[config.mk]
export PLATFORM = sky130hd
export DESIGN_NAME = delta_instruction_decoder
export DESIGN_NICKNAME = d
export VERILOG_FILES = /design/src/hw/rtl/did_pkg.sv /design/src/hw/rtl/did_parse.sv /design/src/hw/rtl/delta_instruction_decoder.sv
export SDC_FILE = /design/constraint.sdc
export NUM_CORES = 1
export LEC_CHECK = 0
export ABC_CLOCK_PERIOD_IN_PS = 10200
export BUFFER_PORTS_ARGS = -buffer_cell sky130_fd_sc_hd__buf_2
export CORE_MARGIN = 2
export CORE_UTILIZATION = 55
export CTS_BUF_LIST = sky130_fd_sc_hd__clkbuf_8
export DETAILED_ROUTE_END_ITERATION = 6
export GPL_ROUTABILITY_DRIVEN = 0
export PLACE_DENSITY_LB_ADDON = 0.25
export SLEW_MARGIN = 0
export SYNTH_ARGS = -nofsm -noshare
export SYNTH_HDL_FRONTEND = slang
export SYNTH_SLANG_ARGS = --single-unit
[constraint.sdc]
create_clock -name clk -period 10.2 [get_ports clk]
set_input_delay 1.53 -clock clk [delete_from_list [all_inputs] [get_ports clk]]
set_output_delay 1.53 -clock clk [all_outputs]
set_load 0.01 [all_outputs]
[src/hw/rtl/did_pkg.sv]
// Shared types and constants for the delta instruction decoder.
`timescale 1ns / 1ps

package did_pkg;

  // Default width of the size varints
  localparam int DID_SIZE_BITS = 32;

  // Field widths fixed by the delta format
  localparam int BYTE_W   = 8;
  localparam int VALUE_W  = 32;
  localparam int CLEN_W   = 24;
  localparam int COUNT_W  = 7;

  // Copy length that a zero size encoding stands for
  localparam logic [CLEN_W-1:0] ZERO_COPY_LEN = 24'h01_0000;

  // Result kinds
  typedef enum logic [2:0] {
    KIND_BASE     = 3'd0,
    KIND_TARGET   = 3'd1,
    KIND_COPY     = 3'd2,
    KIND_LITERAL  = 3'd3,
    KIND_TRUNC    = 3'd4,
    KIND_OVERFLOW = 3'd5
  } did_kind_t;

  // Parser phases
  typedef enum logic [2:0] {
    PH_BASE   = 3'd0,
    PH_TARGET = 3'd1,
    PH_CMD    = 3'd2,
    PH_COPY   = 3'd3,
    PH_INSERT = 3'd4,
    PH_DROP   = 3'd5
  } did_phase_t;

  // One result word
  typedef struct packed {
    did_kind_t         kind;
    logic [VALUE_W-1:0] value;
    logic [CLEN_W-1:0]  copy_length;
    logic [BYTE_W-1:0]  literal;
    logic              base_mismatch;
    logic              last;
  } did_result_t;

endpackage

[src/hw/rtl/did_parse.sv]
// Per-byte parser: stream state and the decode of one delta byte.
`timescale 1ns / 1ps

module did_parse import did_pkg::*; #(
  parameter int SIZE_BITS = DID_SIZE_BITS
) (
  input  logic               clk,
  input  logic               rst_n,
  input  logic               advance,
  input  logic [BYTE_W-1:0]  byte_i,
  input  logic               fin_i,
  input  logic [VALUE_W-1:0] base_length,
  output logic               emit,
  output did_result_t        res
);

  localparam int POS_W = $clog2(SIZE_BITS + 7);

  did_phase_t             phase_r, phase_nxt;
  logic [COUNT_W-1:0]     cmd_r, cmd_nxt;
  logic [VALUE_W-1:0]     off_r, off_nxt;
  logic [SIZE_BITS-1:0]   acc_r, acc_nxt;
  logic [COUNT_W-1:0]     rem_r, rem_nxt;
  logic [POS_W-1:0]       pos_r, pos_nxt;

  logic [COUNT_W-1:0]     payload;
  logic [SIZE_BITS+6:0]   vshift;
  logic                   pos_full;
  logic                   v_over;
  logic [COUNT_W-1:0]     pick;
  logic [COUNT_W-1:0]     cmd_left;
  logic [CLEN_W-1:0]      copy_sz;

  // Place the seven payload bits at the current varint position
  assign payload  = byte_i[COUNT_W-1:0];
  assign vshift   = {{SIZE_BITS{1'b0}}, payload} << pos_r;
  assign pos_full = (pos_r >= POS_W'(SIZE_BITS));
  assign v_over   = pos_full ? (payload != '0)
                             : (vshift[SIZE_BITS+6:SIZE_BITS] != '0);

  // Isolate the lowest pending operand bit of the copy command
  assign pick     = cmd_r & (~cmd_r + COUNT_W'(1));
  assign cmd_left = cmd_r & ~pick;

  always_comb begin
    phase_nxt = phase_r;
    cmd_nxt   = cmd_r;
    off_nxt   = off_r;
    acc_nxt   = acc_r;
    rem_nxt   = rem_r;
    pos_nxt   = pos_r;
    emit      = 1'b0;
    res       = '0;
    res.kind  = KIND_BASE;
    res.last  = fin_i;
    copy_sz   = '0;

    case (phase_r)
      PH_BASE, PH_TARGET: begin
        if (v_over) begin
          res.kind  = KIND_OVERFLOW;
          emit      = 1'b1;
          phase_nxt = PH_DROP;
        end else begin
          acc_nxt = acc_r | vshift[SIZE_BITS-1:0];
          // hold the position once it reaches the size width
          pos_nxt = pos_full ? pos_r : pos_r + POS_W'(7);
          if (byte_i[BYTE_W-1]) begin
            // more varint bytes follow
            if (fin_i) begin
              res.kind = KIND_TRUNC;
              emit     = 1'b1;
            end
          end else if (phase_r == PH_BASE) begin
            if (fin_i) begin
              res.kind = KIND_TRUNC;
            end else begin
              res.kind          = KIND_BASE;
              res.value         = acc_nxt[VALUE_W-1:0];
              res.base_mismatch = (acc_nxt != SIZE_BITS'(base_length));
            end
            emit      = 1'b1;
            phase_nxt = PH_TARGET;
            acc_nxt   = '0;
            pos_nxt   = '0;
          end else begin
            res.kind  = KIND_TARGET;
            res.value = acc_nxt[VALUE_W-1:0];
            emit      = 1'b1;
            phase_nxt = PH_CMD;
            acc_nxt   = '0;
            pos_nxt   = '0;
          end
        end
      end

      PH_CMD: begin
        if (byte_i[BYTE_W-1]) begin
          // copy command: latch operand mask
          cmd_nxt = payload;
          off_nxt = '0;
          acc_nxt = '0;
          if (payload == '0) begin
            res.kind        = KIND_COPY;
            res.copy_length = ZERO_COPY_LEN;
            emit            = 1'b1;
          end else begin
            phase_nxt = PH_COPY;
            if (fin_i) begin
              res.kind = KIND_TRUNC;
              emit     = 1'b1;
            end
          end
        end else if (payload != '0) begin
          // insert command: count literal bytes
          rem_nxt   = payload;
          phase_nxt = PH_INSERT;
          if (fin_i) begin
            res.kind = KIND_TRUNC;
            emit     = 1'b1;
          end
        end
      end

      PH_COPY: begin
        // merge this operand byte into offset or size
        for (int k = 0; k < 4; k++) begin
          off_nxt[8*k +: 8] = off_r[8*k +: 8] | (pick[k] ? byte_i : 8'h00);
        end
        for (int k = 0; k < 3; k++) begin
          acc_nxt[8*k +: 8] = acc_r[8*k +: 8] | (pick[4+k] ? byte_i : 8'h00);
        end
        cmd_nxt = cmd_left;
        copy_sz = acc_nxt[CLEN_W-1:0];
        if (cmd_left == '0) begin
          res.kind        = KIND_COPY;
          res.value       = off_nxt;
          res.copy_length = (copy_sz == '0) ? ZERO_COPY_LEN : copy_sz;
          emit            = 1'b1;
          phase_nxt       = PH_CMD;
        end else if (fin_i) begin
          res.kind = KIND_TRUNC;
          emit     = 1'b1;
        end
      end

      PH_INSERT: begin
        emit = 1'b1;
        if (rem_r != '0) begin
          rem_nxt = rem_r - COUNT_W'(1);
        end
        if (rem_nxt == '0) begin
          res.kind    = KIND_LITERAL;
          res.literal = byte_i;
          phase_nxt   = PH_CMD;
        end else if (fin_i) begin
          res.kind = KIND_TRUNC;
        end else begin
          res.kind    = KIND_LITERAL;
          res.literal = byte_i;
        end
      end

      default: begin
        // drop the rest of a stream after an overflow
      end
    endcase

    // Return to the start of a stream after its final byte
    if (fin_i) begin
      phase_nxt = PH_BASE;
      cmd_nxt   = '0;
      off_nxt   = '0;
      acc_nxt   = '0;
      rem_nxt   = '0;
      pos_nxt   = '0;
    end
  end

  // Advance stream state once per processed word
  always_ff @(posedge clk) begin
    if (!rst_n) begin
      phase_r <= PH_BASE;
      cmd_r   <= '0;
      off_r   <= '0;
      acc_r   <= '0;
      rem_r   <= '0;
      pos_r   <= '0;
    end else if (advance) begin
      phase_r <= phase_nxt;
      cmd_r   <= cmd_nxt;
      off_r   <= off_nxt;
      acc_r   <= acc_nxt;
      rem_r   <= rem_nxt;
      pos_r   <= pos_nxt;
    end
  end

endmodule

[src/hw/rtl/delta_instruction_decoder.sv]
// Top level of the delta instruction decoder: input register, parser, result register.
// Decodes a pack delta stream one byte per cycle. Each accepted byte is held in an
// input register, decoded in a single pass by the parser and the result, if any, is
// placed in a result register, so a byte's result passes the input register and then
// the result register, and a new byte is taken in every cycle while results keep
// draining. This rate is set by the loop through the parser's phase and accumulator
// registers, which each byte updates once. Bytes that cause no result (continuation
// bytes, command zero, copy operands before the last) still pass through the parser.
// base_length must be written through cfg_we and cfg_wdata only while the block is
// idle; the block itself does not enforce this. There is no clearing pass after reset.
`timescale 1ns / 1ps

module delta_instruction_decoder import did_pkg::*; #(
  parameter int SIZE_BITS = DID_SIZE_BITS
) (
  input  logic               clk,
  input  logic               rst_n,
  input  logic               in_valid,
  output logic               in_ready,
  input  logic [BYTE_W-1:0]  in_delta_byte,
  input  logic               in_end_of_delta,
  output logic               out_valid,
  input  logic               out_ready,
  output logic [2:0]         out_kind,
  output logic [VALUE_W-1:0] out_value,
  output logic [CLEN_W-1:0]  out_copy_length,
  output logic [BYTE_W-1:0]  out_literal,
  output logic               out_base_mismatch,
  output logic               out_last,
  input  logic               cfg_we,
  input  logic [VALUE_W-1:0] cfg_wdata
);

  logic               in_valid_r;
  logic [BYTE_W-1:0]  in_byte_r;
  logic               in_fin_r;
  logic               out_valid_r;
  did_result_t        out_res_r;
  logic [VALUE_W-1:0] base_length_r;

  logic               advance;
  logic               emit;
  did_result_t        res;

  // Process the held word when the result register can take its outcome
  assign advance  = in_valid_r && (!out_valid_r || out_ready);
  assign in_ready = !in_valid_r || advance;

  // Hold the configured base length
  always_ff @(posedge clk) begin
    if (!rst_n) begin
      base_length_r <= '0;
    end else if (cfg_we) begin
      base_length_r <= cfg_wdata;
    end
  end

  // Capture the incoming word
  always_ff @(posedge clk) begin
    if (!rst_n) begin
      in_valid_r <= 1'b0;
    end else if (in_valid && in_ready) begin
      in_valid_r <= 1'b1;
    end else if (advance) begin
      in_valid_r <= 1'b0;
    end
  end

  always_ff @(posedge clk) begin
    if (in_valid && in_ready) begin
      in_byte_r <= in_delta_byte;
      in_fin_r  <= in_end_of_delta;
    end
  end

  did_parse #(
    .SIZE_BITS (SIZE_BITS)
  ) u_parse (
    .clk         (clk),
    .rst_n       (rst_n),
    .advance     (advance),
    .byte_i      (in_byte_r),
    .fin_i       (in_fin_r),
    .base_length (base_length_r),
    .emit        (emit),
    .res         (res)
  );

  // Load a new result or drop the one just taken
  always_ff @(posedge clk) begin
    if (!rst_n) begin
      out_valid_r <= 1'b0;
    end else if (advance) begin
      out_valid_r <= emit;
    end else if (out_ready) begin
      out_valid_r <= 1'b0;
    end
  end

  always_ff @(posedge clk) begin
    if (advance && emit) begin
      out_res_r <= res;
    end
  end

  assign out_valid         = out_valid_r;
  assign out_kind          = out_res_r.kind;
  assign out_value         = out_res_r.value;
  assign out_copy_length   = out_res_r.copy_length;
  assign out_literal       = out_res_r.literal;
  assign out_base_mismatch = out_res_r.base_mismatch;
  assign out_last          = out_res_r.last;

endmodule

Word level (Yosys, flattened, before mapping):

Cells that the tools add are included.

* register bits after elaboration: 199
* input port bits: 46
* output and inout port bits: 71
* logic and storage cells: 158

* add/sub/neg operators: 3
* magnitude comparators: 1
* equality and inequality tests: 16
* shift operators: 1
* mux-type cells: 74
* bitwise logic cells: 14
* reductions and logical operators: 31

Operators with widths (count)
* 32-bit two-way mux: 8
* 32-bit one-hot mux with 2 select lines: 2
* 8-bit two-way mux: 9
* 24-bit one-hot mux with 3 select lines: 1
* 56-bit two-way mux: 1
* 8-bit bitwise OR: 7
* 3-bit two-way mux: 17
* 7-bit two-way mux: 7
* 24-bit two-way mux: 2
* 24-bit one-hot mux with 2 select lines: 1
* 7-bit by 6-bit left shift with 39-bit output: 1
* 35-bit two-way mux: 1
* 32-bit inequality test: 1
* 32-bit bitwise OR: 1
* 6-bit two-way mux: 5
* 7-bit one-hot mux with 2 select lines: 2
* 24-bit logical NOT: 1
* 3-bit one-hot mux with 4 select lines: 2
* 7-bit logical NOT: 3
* 7-bit nonzero test: 3
* 17-bit two-way mux: 1
* 8-bit one-hot mux with 2 select lines: 1
* 4-bit AND reduction: 4
* 7-bit AND: 2
* other kinds (29): 57

Depth between registers and ports, before layout:

* depth after elaboration: 9
* gate-level depth with buffers: 11
* mapped depth without buffers: 10

By module:

Synthesis repeated with hierarchy kept, for this count alone.

* cells, all modules: 1157
* area total of the unflattened synthesis: 10829.1 um2

Modules (own cells, without submodules)
* did_parse: instances 1, cells each 963, area an instance 7145.6 um2, sequential area each 1741.7 um2
* delta_instruction_decoder: instances 1, cells each 194, area an instance 3683.5 um2, sequential area each 3022.9 um2

Worst setup path before layout:

No wires, ideal clock.

* path type: input -> register
* start point: input out_ready
* end point: register out_res_r (netlist bit out_base_mismatch), enable pin
* setup time: 0.505 ns
* data arrival time: 5.212 ns
* required time: 9.695 ns
* slack: 4.483 ns
* stages: 4
* path buffers: 1
* path through: nor2b_1 > nor2b_1 > clkbuf_1 > nor2b_1

* longest elaborated chain between the ends: 3

Ends and longest elaborated chain
* from (decl): RTL line delta_instruction_decoder.sv:23 `input logic out_ready,`
* 1-bit logical OR: RTL line delta_instruction_decoder.sv:46 `assign advance = in_valid_r && (!out_valid_r || out_ready);`
* 1-bit logical AND: RTL line delta_instruction_decoder.sv:46
* 1-bit logical AND: RTL line delta_instruction_decoder.sv:101 `if (advance && emit) begin`
* to (signal assigned): RTL line delta_instruction_decoder.sv:102 `out_res_r <= res;`
* to (decl): RTL line delta_instruction_decoder.sv:38 `did_result_t out_res_r;`

No other way between the ends.
A chain may end at the register's enable or synchronous reset.

==> flow_metrics.tcl <==
set metrics [dict create \
    dieHeight_um 141 \
    drcViolationCount 2 \
    cp.required_ps 10520 \
    finalHoldViolCount 0 \
    root_buffer "clkbuf_8" \
    min-delay-start "u_parse.rem_r[6]" \
    place_area_mm2 0.0109 \
    avgViaCountPerCell 6.49 \
    drt_iter0_drc 1312 \
    hold_buffers 0 \
    wl_mm 30.6 \
    initial_utilization_pct 56.6 \
    finalSetupViolations 0 \
    synthFlopType "dfxtp_1" \
    overflow 0 \
    cts_tree "built" \
    tns_ps 0 \
    postLayoutCellArea_mm2 0.0113 \
    core_area_mm2 0.0181 \
    r2r_slack_ps 6270 \
    num_vias 9196 \
    hold_depth 2 \
    grt_pass1_vias 8155 \
    pwr-share-seq_pct 54.6 \
    synth_nets 1166 \
    p_comb_share_pct 15.3 \
    cts_made_buffers 17 \
    drv_slew 0 \
    netlist_instances 1118 \
    ys_seq_elements 199 \
    h-tree-depth 4 \
    tightestPinTransition_ps 1150 \
    routedWlPerCell_um 21.6 \
    leakagePower_nw 4.00 \
    synthArstFlopShare_pct 0 \
    pwr_density_cell_mw_per_mm2 144 \
    hold_path_class "reg2reg" \
    switchingPower_w 0.000499 \
    port_buffers 116 \
    peakVddDrop_uv 84.5 \
    die_w_um 141 \
    die_area_mm2 0.0198 \
    grt_use_total_pct 30.3 \
    whs_ps 500 \
    drv_cap 0 \
    start_kind "flop" \
    antennaDiodeCount 0 \
    cp.arrival_ps 4250 \
    swShare_pct 30.8 \
    worst_r2r_path_depth 7 \
    final.setup_skew_ps 20.1 \
    clk_pin_slew_worst_paths_ps 120 \
    netlist-cell-type-count 74 \
    placementRows 49 \
    drt_first_pass_iters 7 \
    yosys_warnings 0 \
    antenna_left 0 \
    r2r-start "u_parse.pos_r[0]" \
    fin_crit_sh_pct 38.5 \
    synth-edff-count 78 \
    drive_gt1_share_pct 15.5 \
    r2r-end "out_value[6]" \
    grt_max_degree 70 \
    crit_path_end_kind "flop" \
    clock.fmax_mhz 255 \
    intPower_w 0.00112 \
    violations "design-rule violations" \
    cts_setup_buffers 0 \
    crit_type "reg2reg" \
    insertion_delay_ps 490 \
    grt_pass1_wl_mm 46.7 \
    status "finished, violations left" \
    pwr-share-clk_pct 30.1 \
    min_to "u_parse.rem_r[6]" \
    syn2layout_area_growth_pct 9.58 \
    syn_area_mm2 0.0103 \
    ys_seq_area_share_pct 46.4 \
    cts_max_path_buffers 2 \
    relSlewSlack_pct 22.5 \
    io_pins 117 \
    avgSynthCellArea_um2 9.19 \
    critPathMaxFanout 32 \
    hpwl_mm 20.7 \
    rsz0062_at_grt "no" \
    cts_resized 0 \
    nets 1223 \
    cts_sinks 199 \
    period_needed_ps 3930 \
    antenna_found_initial 0 \
]
## synth_stat cells, types with 4 or more instances
cell type  instances  area [um2]
a21oi_1          110         551
nand3_1           11        55.1
edfxtp_1          78        2340
nor2b_1          113         707
a31oi_1            8        50.1
buf_1              5        18.8
inv_1             19        71.3
o21ai_0           29         145
xnor2_1           11        96.3
and2_1            17         106
xor2_1             8        70.1
nor4_1            13        81.3
a32o_1             4        40.0
o21a_1             5        37.5
mux2i_1           42         420
a221oi_1           5        43.8
a211oi_1           5        37.5
o22ai_1           55         344
a2111oi_0          5        43.8
dfxtp_1          121        2420
a22oi_1           41         308
nand2b_1          18         113
and3_1             6        37.5
clkbuf_1          71         267
a21boi_0          17         128
nand3b_1          11        82.6
nand2_1           66         248
nor2_1            94         353
buf_2             12        60.1
o221ai_1           8        70.1
or3_1              5        31.3
nor3_1            23         115
mux2_2             7        78.8
o211a_1            7        70.1
or2_2              6        37.5
nor3b_1            4        30.0
## worst max-delay path by stage
| stage | start | end | depth (start not counted) |
|---|---|---|---|
| floorplan | out_ready | out_base_mismatch | 4 |
| global placement | in_byte_r[5] | out_value[17] | 6 |
| detailed placement | u_parse.pos_r[0] | out_value[6] | 7 |
| CTS | u_parse.pos_r[0] | out_value[6] | 7 |
| global route | u_parse.pos_r[0] | out_value[6] | 7 |
| finish | u_parse.pos_r[0] | out_value[6] | 7 |
## critical path, cell delays in order (launching register included)
cell	delay (ps)
dfxtp_1	850
inv_2	210
o41a_1	460
a32oi_1	330
a31oi_1	260
or2_1	390
a2111o_1	830
o22ai_1	390
## stage by stage
| step | setup WS, ps | util, % | power (W) | cells |
|---|---|---|---|---|
| floorplan | 4480 | - | 0.00106 | 1118 |
| global placement | 6460 | 60.0 | 0.00114 | 1385 |
| detailed placement | 6390 | 60.0 | 0.00114 | 1385 |
| CTS | 6360 | 62.1 | 0.00161 | 1417 |
| global route | 6080 | 62.1 | 0.00167 | 1417 |
| finish | 6270 | 62.1 | 0.00162 | 1417 |
## layer usage
layer	share of wire (%)	routed length, um	global-route usage [%]	vias to the layer above
met4	4.7	1450	15.6	0
met1	43	13100	44.3	4261
li1	-	-	-	4209
met5	0	0	0	-
met2	42	12900	42.5	620
met3	10	3200	6.28	106
## sequential cells by signal, indices dropped and copies added, names as in the netlist, 3 cells and up
signal / count
base_length_r: 32
in_byte_r: 8
out_copy_length: 24
out_kind: 3
out_literal: 8
out_value: 32
u_parse.acc_r: 32
u_parse.cmd_r: 7
u_parse.off_r: 32
u_parse.phase_r: 3
u_parse.pos_r: 6
u_parse.rem_r: 7
## placed cells by master (no fill, tap or decap), types with 6 or more instances in the layout
| master | synthesis | routed |
|---|---|---|
| o211a_1 | 7 | 7 |
| nand3_1 | 11 | 11 |
| and3_1 | 6 | 6 |
| nand3b_1 | 11 | 11 |
| a22oi_1 | 41 | 41 |
| mux2i_1 | 42 | 42 |
| nor3_1 | 23 | 23 |
| a31oi_1 | 8 | 8 |
| a21boi_0 | 17 | 17 |
| a21oi_1 | 110 | 110 |
| buf_2 | 12 | 116 |
| nor2_1 | 94 | 94 |
| clkbuf_8 | 0 | 17 |
| nand2b_1 | 18 | 18 |
| nor4_1 | 13 | 13 |
| or2_2 | 6 | 6 |
| nor2b_1 | 113 | 112 |
| xor2_1 | 8 | 8 |
| o22ai_1 | 55 | 55 |
| nand2_1 | 66 | 66 |
| inv_1 | 19 | 20 |
| o221ai_1 | 8 | 8 |
| buf_4 | 1 | 12 |
| xnor2_1 | 11 | 11 |
| and2_1 | 17 | 17 |
| o21ai_0 | 29 | 29 |
| edfxtp_1 | 78 | 78 |
| dfxtp_1 | 121 | 121 |
| mux2_2 | 7 | 7 |
## area by class of cell
type,count,area [um2]
fillers,1592,6890
multi-input cells,809,5090
flip-flops and latches,199,4760
repair buffers,128,671
well taps,229,287
clock buffers,17,234
clock inverters,15,144
inverters,20,75.1
## power by group through the flow
stage	combinational [W]	clock [W]	sequential, W
3_5_place_dp	0.000239	0	0.000901
3_3_place_gp	0.000238	0	0.000900
2_1_floorplan	0.000167	0	0.000890
5_1_grt	0.000264	0.000523	0.000887
6_report	0.000249	0.000487	0.000884
4_1_cts	0.000240	0.000492	0.000882
## cell families (layout without fill, tap and decap cells)
logic type / Yosys count / in the layout / share of synthesized area, %
AND/OR/NAND/NOR: 395 / 395 / 20.0
AO/OA/AOI/OAI: 340 / 340 / 22.0
flip-flops: 199 / 199 / 46.4
buffers and inverters: 110 / 180 / 4.21
multiplexers: 52 / 52 / 5.51
XOR/XNOR: 19 / 19 / 1.62
adder cells (fa/ha/maj): 3 / 3 / 0.341
Note: power is estimated with default switching activity, not from simulation.
